**config.mk**
```make
export PLATFORM = sky130hd
export DESIGN_NAME = hms_ctrl
export DESIGN_NICKNAME = d
export VERILOG_FILES = /design/src/rtl/hms_pkg.sv /design/src/rtl/hms_ctrl.sv
export SDC_FILE = /design/constraint.sdc
export NUM_CORES = 1
export LEC_CHECK = 0
export ABC_AREA = 1
export BUFFER_PORTS_ARGS = -buffer_cell sky130_fd_sc_hd__buf_2
export CAP_MARGIN = 20
export CORE_AREA = 2 2 39 41
export CTS_BUF_LIST = sky130_fd_sc_hd__clkbuf_4
export DETAILED_ROUTE_END_ITERATION = 8
export DIE_AREA = 0 0 41 43
export GPL_TIMING_DRIVEN = 0
export SKIP_LAST_GASP = 1
export SLEW_MARGIN = 20
export SYNTH_ARGS = -nofsm -noshare
export SYNTH_HDL_FRONTEND = slang
export SYNTH_SLANG_ARGS = --single-unit
```
**constraint.sdc**
```tcl
create_clock -name clk -period 1.55 [get_ports clk]
set_clock_uncertainty 0.2 [all_clocks]
set_input_delay 0.155 -clock clk [delete_from_list [all_inputs] [get_ports clk]]
set_output_delay 0.155 -clock clk [all_outputs]
set_load 0.01 [all_outputs]
```
**src/rtl/hms_pkg.sv**
```systemverilog
// Shared types and constants for the in-place height-map smoother.
// Used by every module of the block; depends on nothing.
`default_nettype none
package hms_pkg;

  // Fixed field widths of the stream items.
  localparam int CMD_W      = 2;
  localparam int ADDR_W     = 9;
  localparam int VAL_W      = 16;
  localparam int IN_DATA_W  = 40;  // 36 bits of fields, padded to whole bytes
  localparam int OUT_DATA_W = 24;  // 17 bits of fields, padded to whole bytes

  // Configuration registers.
  localparam int CFG_W       = 10;
  localparam int CFG_ADDR_W  = 1;
  localparam int DIM_W       = 13;  // holds any dimension up to the largest map
  localparam logic [CFG_ADDR_W-1:0] REG_ROWS = 1'b0;
  localparam logic [CFG_ADDR_W-1:0] REG_COLS = 1'b1;
  localparam logic [CFG_W-1:0] DIM_RESET = 10'd512;

  // Defaults of the top-level parameters.
  localparam int DEF_MAX_ROWS    = 512;
  localparam int DEF_MAX_COLS    = 512;
  localparam int DEF_HEIGHT_BITS = 16;

  // Smoothing weights: the centre counts twice, the sum is divided by ten.
  localparam int DIVISOR = 10;

  typedef enum logic [CMD_W-1:0] {
    CMD_WRITE = 2'd0,
    CMD_PASS  = 2'd1,
    CMD_READ  = 2'd2
  } cmd_t;

  typedef enum logic [1:0] {
    OUT_ZERO,
    OUT_READ,
    OUT_PASS
  } out_kind_t;

  typedef enum logic [2:0] {
    ST_IDLE,
    ST_HOST_RD,
    ST_PASS_RD,
    ST_PASS_ACC,
    ST_PASS_DIVS,
    ST_PASS_DIVW,
    ST_PASS_WR,
    ST_PASS_END
  } state_t;

  // Controller to datapath.
  typedef struct packed {
    logic      host_wr;
    logic      host_rd;
    logic      pass_init;
    logic      tap_rd;
    logic      div_start;
    logic      res_wr;
    logic      out_load;
    out_kind_t out_kind;
  } dp_cmd_t;

  // Datapath to controller.
  typedef struct packed {
    logic dims_small;
    logic tap_last;
    logic pos_last;
    logic div_done;
    logic out_busy;
  } dp_stat_t;

endpackage
`default_nettype wire

```
**src/rtl/hms_ctrl.sv**
```systemverilog
// Controller state machine: sequences host accesses and the smoothing pass.
// Depends on hms_pkg.
`default_nettype none
module hms_ctrl (
  input  wire logic                     clk,
  input  wire logic                     rst_n,
  input  wire logic                     in_tvalid,
  output logic                          in_tready,
  input  wire logic [hms_pkg::CMD_W-1:0] in_cmd,
  input  wire hms_pkg::dp_stat_t        stat,
  output hms_pkg::dp_cmd_t              cmd
);
  import hms_pkg::*;

  state_t state_r, state_nxt;

  always_ff @(posedge clk) begin
    if (!rst_n) begin
      state_r <= ST_IDLE;
    end else begin
      state_r <= state_nxt;
    end
  end

  always_comb begin
    state_nxt    = state_r;
    cmd          = '0;
    cmd.out_kind = OUT_ZERO;
    in_tready    = 1'b0;
    unique case (state_r)
      ST_IDLE: begin
        in_tready = !stat.out_busy;
        if (in_tvalid && !stat.out_busy) begin
          unique case (in_cmd)
            CMD_WRITE: begin
              cmd.host_wr  = 1'b1;
              cmd.out_load = 1'b1;
            end
            CMD_PASS: begin
              cmd.pass_init = 1'b1;
              state_nxt     = stat.dims_small ? ST_PASS_END : ST_PASS_RD;
            end
            CMD_READ: begin
              cmd.host_rd = 1'b1;
              state_nxt   = ST_HOST_RD;
            end
            default: begin
              cmd.out_load = 1'b1;
            end
          endcase
        end
      end
      ST_HOST_RD: begin
        cmd.out_load = 1'b1;
        cmd.out_kind = OUT_READ;
        state_nxt    = ST_IDLE;
      end
      ST_PASS_RD: begin
        cmd.tap_rd = 1'b1;
        if (stat.tap_last) begin
          state_nxt = ST_PASS_ACC;
        end
      end
      ST_PASS_ACC: begin
        state_nxt = ST_PASS_DIVS;
      end
      ST_PASS_DIVS: begin
        cmd.div_start = 1'b1;
        state_nxt     = ST_PASS_DIVW;
      end
      ST_PASS_DIVW: begin
        if (stat.div_done) begin
          state_nxt = ST_PASS_WR;
        end
      end
      ST_PASS_WR: begin
        cmd.res_wr = 1'b1;
        state_nxt  = stat.pos_last ? ST_PASS_END : ST_PASS_RD;
      end
      ST_PASS_END: begin
        cmd.out_load = 1'b1;
        cmd.out_kind = OUT_PASS;
        state_nxt    = ST_IDLE;
      end
      default: begin
        state_nxt = ST_IDLE;
      end
    endcase
  end

endmodule
`default_nettype wire

```
---- After elaboration in Yosys (flattened, before gate mapping) ----
Index checks and enable logic that the tools add are counted.
storage, ports and cells
  register bits ........................... 3
  input bits .............................. 10
  output and inout port bits .............. 10
  word-level logic and storage cells ...... 41
operators by class
  eq/ne operators ......................... 13
  muxes and demuxes ....................... 20
  reductions and logical operators ........ 7
operators by type and width
  cell                                                             count
  3-bit 2-to-1 mux                                                 7
  3-bit case mux with 7 select lines                               1
  3-bit == test, second input constant                             4
  1-bit 2-to-1 mux                                                 9
  3-bit by 2-bit == test with 1-bit output, second input constant  2
  2-bit != test, second input constant                             3
  3-bit case mux with 2 select lines                               1
  2-bit case mux with 2 select lines                               1
  4-bit AND reduction                                              1
  2-bit OR reduction                                               2
  3-bit by 1-bit == test with 1-bit output, second input constant  1
  3-bit zero test                                                  1
  3-bit by 1-bit != test with 1-bit output, second input constant  1
  2-bit by 1-bit == test with 1-bit output, second input constant  1
  2-bit == test, second input constant                             1
  2-bit zero test                                                  1
  1-bit case mux with 2 select lines                               1
  1-bit logical AND                                                1
  1-bit zero test                                                  1

---- Logic depth before layout (Yosys ltp) ----
  depth in word-level cells ............... 5
  mapped depth ............................ 8
  gate-level depth less buffers ........... 8

---- Worst setup path before layout ----
Ideal clock, no wire load.
  path type ............................... register -> output
  start point ............................. reg state_r[0]
  end point ............................... out cmd[2] (netlist name)
  arrival ................................. 1.058 ns
  data required time ...................... 1.195 ns
  slack ................................... 0.137 ns
  cell stages (with the launch flop) ...... 4
  path buffers ............................ 0
  cell sequence ........................... dfxtp_1 > nor2_1 > nand2_4 > o41ai_1
RTL lines
  what                    RTL line        source
  start, declared         hms_ctrl.sv:15  state_t state_r, state_nxt;
  start signal, assigned  hms_ctrl.sv:21  state_r <= state_nxt;
  end, declared           hms_ctrl.sv:11  output hms_pkg::dp_cmd_t cmd

==> reports/qor.txt <==
Reg area - 66.3 um2
ant diodes - 0
#FFs+latches synth - 3
largest net degree at the start of global routing - 9
max_slew headroom - 0.848
Tot Pwr - 993 uW
crit share post-route - 0.991
die span in y - 43 um
mapped cell area - 365 um2
CP Max Fanout - 8
power per cell area - 1810 mW/mm2
number of flip-flops in the largest register - 3
Avg Inst Size Synth - 6.09 um2
final max-slew violation count - 0
Routed Antenna Nets - 0
Final Util - 0.397
Leakage - 0.310 nW
CTS root buf - clkbuf_4
gr usage total - 0.102
Worst Setup End Kind - output port
Core Region - 0.00138 mm2
Worst-path clk slew - 40 ps
leading post-synthesis cells by cell area - dfxtp_1 (16%), nor2_1 (15%), ha_1 (10%), nand2_1 (8.2%), inv_1 (7.2%)
Rows - 14
die area - 0.00176 mm2
CP startpoint - state_r[0]
Post-Syn Nets - 73
Synth-to-Final Area Change - 50.3%
I/O pin cnt - 20
chip width - 41 um
Max VDD drop - 0.000507 V
share of post-route cells with drive strength above 1 - 0.512
Worst Path Arrival - 1180 ps
gr ovfl total - 0
initial antenna violation count - 0
Yosys warnings - 0
Worst Hold Launch - stat[4]
dpl cell area - 480 um2
final WL - 807 um
multi-input combinational cell area - 290 um2
most flop-heavy register - state_r
Pre-antenna DRT Iters - 4
Tmin final - 1540 ps
Remaining DRCs - 0
design area - 549 um2
HP Class - input pin to flip-flop
CTS buffer count - 3
Final Setup Violations - 0
CTS Buffer Depth - 2
Max Freq - 651 MHz
Post-CTS Setup Inserts - 0
largest family of logic cells by synthesized area - simple AND/OR/NAND/NOR gates
Syn Inst Count - 60
number of flops mapped to enable cells by yosys - 0
Sink Count - 3
biggest regs - state_r: 3 flops
commonest non-fill, non-tap cell in the layout - buf_2
dominant cell type by area after synthesis - dfxtp_1
via/cell ratio - 4.30
max_cap viols - 0
worst path required time - 1190 ps
number of global-route vias before repair - 340
worst skew pair latency - 240 ps
first-pass GRT wire length - 1250 um
starting density of the core - 0.264
simple-gate share of the synthesized area - 0.531
post-synthesis mux area share - 0
Worst-Margin Slew - 225 ps
nets@finish - 98
CP startpoint kind - flip-flop
Iter 0 DRT Violations - 2
worst r2r src - state_r[2]
vias - 430
final hold vios - 0
number of library cell types mapped by synthesis - 18
H-tree levels - 1
outcome - completed
ys flop type - dfxtp_1
crit path kind - flip-flop to output port
most frequent cells in the layout - buf_2 (19), nor2_1 (13), nand2_1 (8), inv_1 (7)
WL/cell - 8.07 um
RSZ-0062 raised after global routing - true
Synth Area in Compound Gates - 0.0993
Post-DP HPWL - 688 um
Synth Area in Adders - 0.103
Post-Synth XOR/XNOR Area - 0
CTS tree - yes
register area share after synthesis - 0.164
port bufs - 19
share of the synthesized area in the top cell type - 0.164
Final GP Congestion - 0.769
Async SR Flop Fraction - 0
fillers - 166
==> final timing paths <==
| check | depth (start not counted) | slack (ps) | to |
|---|---|---|---|
| worst max-delay path | 4 | 10 | cmd[2] |
| worst min-delay path | 5 | 80 | state_r[2] |
| worst min register to register | 4 | 430 | state_r[1] |
| worst max register to register | 8 | 220 | state_r[1] |
==> area by class of cell <==
type,count,share of cell area
clock buffers,4,0.0547
flip-flops and latches,3,0.121
inverters,10,0.0683
multi-input cells,47,0.528
repair buffers,20,0.191
well taps,16,0.0364
==> per-stage QoR <==
step / setup WS [ps] / cells / hold WS, ps / setup TNS, ps
detailed placement: 61.7 / 95 / 213 / 0
floorplan: 137 / 60 / 75.5 / 0
finish: 14.6 / 100 / 78.7 / 0
global placement: 90.3 / 95 / 211 / 0
CTS: 0.814 / 100 / 88.5 / 0
global route: -57.1 / 100 / 106 / -57.1
==> synth_stat cells (2+ instances only) <==
cell type   n
inv_1       7
dfxtp_1     3
nor3_1      2
o21ai_0     2
nand3_1     2
nor2_2      3
nand3_2     2
nand2_1     8
inv_2       3
ha_1        3
a21oi_1     2
nand2_2     3
nor2_1     15
==> per-layer routing <==
metal  track usage  up-vias  wire, um  share of wire
met4        0.0400        0         8         0.0099
met2         0.159        8       429           0.53
met1         0.125      183       340           0.42
met5             0        -         0              0
met3        0.0314        2        28          0.035
li1              -      237         -              -
==> cell families (layout without fill, tap and decap cells) <==
family                     Yosys count  in the layout
DFF                                  3              3
adders and majority gates            3              3
AOI/OAI and AO/OA                    6              6
buffers and inverters               10             34
and+or+nand+nor                     38             38
==> report_power, final <==
part / internal [mW] / switching [mW] / total (mW)
logic: 0.247 / 0.380 / 0.627
clock network: 0.114 / 0.0448 / 0.159
registers: 0.131 / 0.0767 / 0.208
==> worst max-delay path, cell delays in order (launching register included) <==
cell,delay [ps]
dfxtp_4,360
nor2_4,120
nand2_4,90
o41ai_2,200
buf_2,180
==> repair_timing <==
| item | 4_1_cts | 5_1_grt |
|---|---|---|
| gates resized for setup | 8 | 1 |
| hold endpoints to repair | 3 | 0 |
| endpoints found under the setup margin | 1 | 1 |
| hold buffers | 1 | 0 |
Power figures use the tool's default switching activity.
